File: src/tlik_pkg.sv
// Shared types, constants and arithmetic helpers for the two-link IK block.
`default_nettype none
package tlik_pkg;

  localparam int ANGLE_FRAC_BITS = 16;
  localparam int CORDIC_STEPS    = 18;
  localparam int ATAN_LEN        = 28;
  localparam int CORDIC_N        = (CORDIC_STEPS > ATAN_LEN) ? ATAN_LEN : CORDIC_STEPS;
  localparam int ANGLE_SHIFT     = 30 - ANGLE_FRAC_BITS;

  localparam int LEN_W = 20;  // link lengths
  localparam int POS_W = 22;  // foot coordinates
  localparam int ANG_W = 19;  // angles at the ports
  localparam int RAW_W = 22;  // rounded angles before wrapping
  localparam int AT_W  = 56;  // CORDIC x/y word
  localparam int Z_W   = 36;  // CORDIC angle accumulator, Q30
  localparam int CNT_W = 5;
  localparam int CFG_W = 20;
  localparam int IDX_W = 3;
  localparam int COST_W = 23;

  localparam logic signed [Z_W-1:0] PI_Q30 = 36'sd3373259426;
  localparam logic signed [Z_W-1:0] ROUND_HALF = Z_W'(1) <<< (ANGLE_SHIFT - 1);
  localparam logic signed [RAW_W-1:0] PI_ANG =
    RAW_W'((PI_Q30 + ROUND_HALF) >>> ANGLE_SHIFT);
  localparam logic signed [RAW_W-1:0] TWO_PI_ANG = PI_ANG <<< 1;

  localparam logic signed [Z_W-1:0] ATAN_TAB [0:ATAN_LEN-1] = '{
    36'sd843314857, 36'sd497837829, 36'sd263043837, 36'sd133525159, 36'sd67021687,
    36'sd33543516, 36'sd16775851, 36'sd8388437, 36'sd4194283, 36'sd2097149,
    36'sd1048576, 36'sd524288, 36'sd262144, 36'sd131072, 36'sd65536, 36'sd32768,
    36'sd16384, 36'sd8192, 36'sd4096, 36'sd2048, 36'sd1024, 36'sd512, 36'sd256,
    36'sd128, 36'sd64, 36'sd32, 36'sd16, 36'sd8
  };

  typedef enum logic [IDX_W-1:0] {
    REG_UPPER_LEN = 3'd0,
    REG_LOWER_LEN = 3'd1,
    REG_HIP_MIN   = 3'd2,
    REG_HIP_MAX   = 3'd3,
    REG_KNEE_MIN  = 3'd4,
    REG_KNEE_MAX  = 3'd5
  } cfg_reg_t;

  typedef enum logic [1:0] {
    ST_OK       = 2'd0,
    ST_NO_LINK  = 2'd1,
    ST_UNREACH  = 2'd2,
    ST_NO_SOL   = 2'd3
  } ik_status_t;

  typedef enum logic [1:0] {
    JOB_PHI,
    JOB_KNEE,
    JOB_PSI
  } at_job_t;

  typedef enum logic [4:0] {
    OP_NONE, OP_LATCH, OP_DSQ1, OP_DSQ2, OP_LSUM, OP_LDIF, OP_L1SQ, OP_L2SQ,
    OP_DEN, OP_DIV, OP_CSET, OP_CSQ, OP_SQRT, OP_AT_LOAD, OP_AT_NORM, OP_AT_FIX,
    OP_AT_ROT, OP_AT_STORE, OP_PSI_Y, OP_PSI_X, OP_WRAP, OP_COST, OP_FINISH
  } dp_op_t;

  typedef enum logic [4:0] {
    S_IDLE, S_CHECK, S_DSQ1, S_DSQ2, S_LSUM, S_LDIF, S_REACH, S_L1SQ, S_L2SQ,
    S_DEN, S_DIV, S_CSET, S_CSQ, S_SQRT, S_AT_LOAD, S_AT_NORM, S_AT_FIX,
    S_AT_ROT, S_AT_STORE, S_PSI_Y, S_PSI_X, S_WRAP, S_COST, S_FIN
  } ctrl_state_t;

  typedef struct packed {
    dp_op_t     op;
    at_job_t    job;
    logic       cand;
    ik_status_t code;
  } dp_cmd_t;

  typedef struct packed {
    logic link_zero;
    logic unreach;
    logic div_last;
    logic sqrt_last;
    logic at_zero;
    logic at_normed;
    logic rot_last;
    logic both;
  } dp_stat_t;

  // Rounds a Q30 angle to the output scale, halves away from zero.
  function automatic logic signed [RAW_W-1:0] round_ang(input logic signed [Z_W-1:0] v);
    logic signed [Z_W-1:0] t;
    if (v >= 0) begin
      t = (v + ROUND_HALF) >>> ANGLE_SHIFT;
    end else begin
      t = -((-v + ROUND_HALF) >>> ANGLE_SHIFT);
    end
    return t[RAW_W-1:0];
  endfunction

  // Wrap into [-pi, pi]; input magnitude stays below two turns.
  function automatic logic signed [RAW_W-1:0] wrap_ang(input logic signed [RAW_W-1:0] a);
    logic signed [RAW_W-1:0] r;
    r = a;
    if (r >= TWO_PI_ANG) begin
      r = r - TWO_PI_ANG;
    end else if (r <= -TWO_PI_ANG) begin
      r = r + TWO_PI_ANG;
    end
    if (r > PI_ANG) begin
      r = r - TWO_PI_ANG;
    end else if (r < -PI_ANG) begin
      r = r + TWO_PI_ANG;
    end
    return r;
  endfunction

endpackage
`default_nettype wire

File: src/tlik_ctrl.sv
// Sequencer for the IK datapath and output handshake.
`default_nettype none
module tlik_ctrl
  import tlik_pkg::*;
(
  input  wire logic     clk,
  input  wire logic     rst,
  input  wire logic     in_valid,
  output logic          in_stall,
  output logic          out_valid,
  input  wire logic     out_stall,
  input  wire dp_stat_t stat,
  output dp_cmd_t       cmd
);

  ctrl_state_t state, state_next;
  at_job_t     job, job_next;
  logic        cand, cand_next;
  ik_status_t  code, code_next;
  logic        out_valid_next;
  logic        out_free;

  assign out_free = !out_valid || !out_stall;
  assign in_stall = (state != S_IDLE);

  always_ff @(posedge clk) begin
    if (rst) begin
      state     <= S_IDLE;
      job       <= JOB_PHI;
      cand      <= 1'b0;
      code      <= ST_OK;
      out_valid <= 1'b0;
    end else begin
      state     <= state_next;
      job       <= job_next;
      cand      <= cand_next;
      code      <= code_next;
      out_valid <= out_valid_next;
    end
  end

  always_comb begin
    state_next     = state;
    job_next       = job;
    cand_next      = cand;
    code_next      = code;
    out_valid_next = out_valid && out_stall;
    cmd.op         = OP_NONE;
    cmd.job        = job;
    cmd.cand       = cand;
    cmd.code       = code;
    case (state)
      S_IDLE: begin
        if (in_valid) begin
          cmd.op     = OP_LATCH;
          code_next  = ST_OK;
          cand_next  = 1'b0;
          state_next = S_CHECK;
        end
      end
      S_CHECK: begin
        if (stat.link_zero) begin
          code_next  = ST_NO_LINK;
          state_next = S_FIN;
        end else begin
          state_next = S_DSQ1;
        end
      end
      S_DSQ1: begin cmd.op = OP_DSQ1; state_next = S_DSQ2; end
      S_DSQ2: begin cmd.op = OP_DSQ2; state_next = S_LSUM; end
      S_LSUM: begin cmd.op = OP_LSUM; state_next = S_LDIF; end
      S_LDIF: begin cmd.op = OP_LDIF; state_next = S_REACH; end
      S_REACH: begin
        if (stat.unreach) begin
          code_next  = ST_UNREACH;
          state_next = S_FIN;
        end else begin
          state_next = S_L1SQ;
        end
      end
      S_L1SQ: begin cmd.op = OP_L1SQ; state_next = S_L2SQ; end
      S_L2SQ: begin cmd.op = OP_L2SQ; state_next = S_DEN; end
      S_DEN:  begin cmd.op = OP_DEN;  state_next = S_DIV; end
      S_DIV: begin
        cmd.op = OP_DIV;
        if (stat.div_last) state_next = S_CSET;
      end
      S_CSET: begin cmd.op = OP_CSET; state_next = S_CSQ; end
      S_CSQ:  begin cmd.op = OP_CSQ;  state_next = S_SQRT; end
      S_SQRT: begin
        cmd.op = OP_SQRT;
        if (stat.sqrt_last) begin
          job_next   = JOB_PHI;
          state_next = S_AT_LOAD;
        end
      end
      S_AT_LOAD: begin cmd.op = OP_AT_LOAD; state_next = S_AT_NORM; end
      S_AT_NORM: begin
        cmd.op = OP_AT_NORM;
        if (stat.at_zero) begin
          state_next = S_AT_STORE;
        end else if (stat.at_normed) begin
          state_next = S_AT_FIX;
        end
      end
      S_AT_FIX: begin cmd.op = OP_AT_FIX; state_next = S_AT_ROT; end
      S_AT_ROT: begin
        cmd.op = OP_AT_ROT;
        if (stat.rot_last) state_next = S_AT_STORE;
      end
      S_AT_STORE: begin
        cmd.op = OP_AT_STORE;
        case (job)
          JOB_PHI: begin
            job_next   = JOB_KNEE;
            state_next = S_AT_LOAD;
          end
          JOB_KNEE: state_next = S_PSI_Y;
          default:  state_next = S_WRAP;
        endcase
      end
      S_PSI_Y: begin cmd.op = OP_PSI_Y; state_next = S_PSI_X; end
      S_PSI_X: begin
        cmd.op     = OP_PSI_X;
        job_next   = JOB_PSI;
        state_next = S_AT_LOAD;
      end
      S_WRAP: begin cmd.op = OP_WRAP; state_next = S_COST; end
      S_COST: begin
        cmd.op = OP_COST;
        if (stat.both && !cand) begin
          cand_next  = 1'b1;
          job_next   = JOB_KNEE;
          state_next = S_AT_LOAD;
        end else begin
          state_next = S_FIN;
        end
      end
      S_FIN: begin
        // result waits here only while the output register is still full
        if (out_free) begin
          cmd.op         = OP_FINISH;
          out_valid_next = 1'b1;
          state_next     = S_IDLE;
        end
      end
      default: state_next = S_IDLE;
    endcase
  end

endmodule
`default_nettype wire

File: config.mk
export PLATFORM = sky130hd
export DESIGN_NAME = tlik_ctrl
export DESIGN_NICKNAME = d
export VERILOG_FILES = /design/src/tlik_pkg.sv /design/src/tlik_ctrl.sv
export SDC_FILE = /design/constraint.sdc
export NUM_CORES = 1
export LEC_CHECK = 0
export BUFFER_PORTS_ARGS = -buffer_cell sky130_fd_sc_hd__buf_2
export CAP_MARGIN = 15
export CORE_MARGIN = 2
export CORE_UTILIZATION = 57
export DETAILED_ROUTE_END_ITERATION = 10
export GPL_TIMING_DRIVEN = 0
export PLACE_DENSITY = 0.83
export SLEW_MARGIN = 20
export SYNTH_ARGS = -nofsm -noshare
export SYNTH_HDL_FRONTEND = slang
export SYNTH_SLANG_ARGS = --single-unit
File: constraint.sdc
create_clock -name clk -period 4.4 [get_ports clk]
set_input_delay 0.66 -clock clk [delete_from_list [all_inputs] [get_ports clk]]
set_output_delay 0.66 -clock clk [all_outputs]
set_load 0.03 [all_outputs]
==> flow_summary.yaml <==
run_status:
  status: "complete, no violations"
power_and_ir_drop:
  comb_power_share_pct: 72.9
  peakVddDrop_uv: 375
  p_switching_w: 0.000422
  power.total_w: 0.000797
  power_density_mw_per_mm2: 643
  switching_share_pct: 52.9
  power.share.clock_pct: 9.4
  p_seq_share_pct: 17.7
  p_int_w: 0.000375
  leakage_nw: 0.546
die:
  dieArea_mm2: 0.00223
  die_h_um: 47.3
  num_io_pins: 24
  dieWidth_um: 47.3
  start_util_pct: 61.1
  design.core.area_mm2: 0.00175
  placementRows: 15
yosys:
  async_flop_share_pct: 0
  yosys.area_share.simple_pct: 35.3
  synth-seq-area-share_pct: 20.6
  yosys_warnings: 0
  mappedNetlistArea_mm2: 0.00107
  ys_ff_latch: 11
  ys_types: 53
  synth_compound_area_share_pct: 32.1
  synth_top_area_share_pct: 20.6
  syn_nets: 158
  synth_top_area_cell: "dfxtp_1"
  synth_xor_xnor_area_share_pct: 0.821
  synth_edf_count: 0
  yosys_most_used_dff: "dfxtp_1"
  synth_top_family_by_area: "simple AND/OR/NAND/NOR gates"
  postSynthCellCount: 146
  synthMuxAreaShare_pct: 3.17
  synth_area_leaders: "dfxtp_1, o21ai_0, nand2b_1"
  syn_avg_cell_area_um2: 7.31
  synth_fa_ha_area_share_pct: 0
routing:
  dr.pass1.iters: 4
  drt-initial-drc-count: 76
  vias: 1275
  drc_errors: 0
  vias_per_cell: 6.44
  ant_nets: 0
  wl_per_cell_um: 15.2
  routed_wl_um: 3010
final_layout:
  drive_gt1_share_pct: 23.7
  area_growth_pct: 16.2
  nNetsFinal: 186
  antenna_cells: 0
  num-fill-cells: 150
placed_design:
  gp_congestion: 0.923
  dpl.hpwl_um: 2120
  io_buffers: 23
worst_setup_path:
  cpLargestDelayFamily: "buffers and inverters"
  cp-start-kind: "flip-flop"
  cp_common_cell: "clkbuf_1"
  required_ns: 3.74
  r2r_slack_ns: 2.51
  path_buf_inv: 4
  cp_cell_sequence: "buf_6, clkbuf_1, clkbuf_1, a21o_1, o311ai_0, a221oi_1, buf_2"
  slowest_stage: "clkbuf_1"
  arrival_ns: 2.28
  cpPeakStageDelay_ns: 0.43
  crit_type: "reg -> out"
  crit_path_end_kind: "output port"
  crit_fanout: 10
run:
  max_cap_viol_count: 0
sta:
  tightest_slew_ns: 0.499
  fin_crit_sh_pct: 66.8
  min_period_ns: 2.94
  fmax_ghz: 0.340
  totalNegativeSetupSlack_ns: 0
  slew_viol_final: 0
  skew_ns: 0.0152
  setup_viol: 0
  hold_violations: 0
  rsz0062_at_grt: "no"
  slew_headroom_pct: 66.7
cts:
  clock_path_buffers: 2
  cts_tree: "built"
  cts_buffers: 3
  clock_sinks: 11
  clk_pin_slew_ns: 0.07
  h-tree-depth: 1
  clock_latency_ns: 0.28
  post_cts_buffers: 0
  cts-resized-gates: 0
  root_buffer: "clkbuf_4"
  hold_buffers: 0
grt:
  grtUsageTotal_pct: 29.5
  grt-ovfl-total: 0
  first_global_vias: 1013
  grt_pass1_wl_um: 4620
  grt_start_max_net_pins: 11
  antenna_found_initial: 0
min_path:
  hp-class: "reg -> reg"
-- cells by family after synthesis --
group                     count (synthesis)
and+or+nand+nor                          64
AOI/OAI and AO/OA                        49
buffers and inverters                    18
DFF                                      11
muxes                                     3
xor gates and xnor gates                  1
-- cell usage in the layout, fill, tap and decap left out, drive strengths merged, types with 2 or more instances in the layout --
master,instances
a211oi,4
a21boi,2
a21o,3
a21oi,7
a31oi,2
and2,2
and3b,3
buf,30
clkbuf,11
dfxtp,11
inv,4
mux2,3
nand2,11
nand2b,7
nand4,2
nor2,11
nor2b,5
nor3,7
nor3b,4
o21a,2
o21ai,14
o311ai,2
or3b,2
-- worst reg2reg max path, delay by kind of cell (launching register included) --
kind	cells	cell delay (ns)
simple gates	2	0.39
compound gates	2	0.36
flops	1	0.31
buf+inv	2	0.74
-- flip-flops by register name (all words and copies together) (netlist names) --
register,count
cand,1
code,2
state,5
out_valid,1
job,2
-- per-layer routing --
layer / GRT usage (%) / wire (um) / share of wire, % / vias up
li1: - / - / - / 595
met1: 40.5 / 1270 / 42 / 592
met2: 44.3 / 1380 / 46 / 75
met3: 6.54 / 286 / 9.5 / 13
met4: 11.7 / 72 / 2.4 / 0
met5: 0 / 0 / 0 / -
-- stage by stage --
stage / hold WS, ns / setup WS [ns] / area, um^2 / std cells / util [%]
floorplan: 0.512 / 1.75 / 1070 / 146 / -
global placement: 0.438 / 1.82 / 1210 / 194 / 69.5
detailed placement: 0.449 / 1.83 / 1210 / 194 / 69.5
CTS: 0.459 / 1.52 / 1240 / 198 / 71.0
global route: 0.473 / 1.33 / 1240 / 198 / 71.0
finish: 0.455 / 1.46 / 1240 / 198 / 71.0
-- final cells by class --
cell class / instances / area [um^2] / share of cell area [%]
plain buffers: 14 / 70.1 / 5.65
clock buffers: 4 / 26.3 / 2.12
flip-flops and latches: 11 / 220 / 17.8
well taps: 25 / 31.3 / 2.52
multi-input cells: 117 / 762 / 61.5
repair buffers: 23 / 115 / 9.28
inverters: 4 / 15.0 / 1.21
-- cell usage after synthesis, types with 2 or more instances --
library cell and count:
dfxtp_1 11, a211oi_1 4, a31oi_1 2, nand2b_1 7
a21o_1 3, a21oi_1 7, nor3_1 7, o21a_1 2
o21ai_1 2, a21boi_0 2, o21ai_0 12, nand4_1 2
nor3b_1 4, clkbuf_1 7, nor2b_1 5, and3b_1 3
nand2_1 11, buf_2 5, mux2_1 2, nor2_1 11
and2_1 2, inv_1 4
-- power groups by stage --
| stage | Combinational [W] | Sequential, W | Clock (W) |
|---|---|---|---|
| 2_1_floorplan | 0.000437 | 0.000145 | 0 |
| 3_3_place_gp | 0.000560 | 0.000142 | 0 |
| 3_5_place_dp | 0.000563 | 0.000143 | 0 |
| 4_1_cts | 0.000569 | 0.000141 | 0.0000743 |
| 5_1_grt | 0.000622 | 0.000144 | 0.0000781 |
| 6_report | 0.000581 | 0.000141 | 0.0000746 |
-- final timing paths --
| kind | end | depth (start not counted) | startpoint |
|---|---|---|---|
| worst max-delay path | cmd[7] | 7 | state[2] |
| worst min-delay path | code[1] | 2 | code[1] |
| worst max register to register | state[2] | 6 | state[0] |
| worst min register to register | code[1] | 2 | code[1] |
Note: power is estimated with default switching activity, not from simulation.
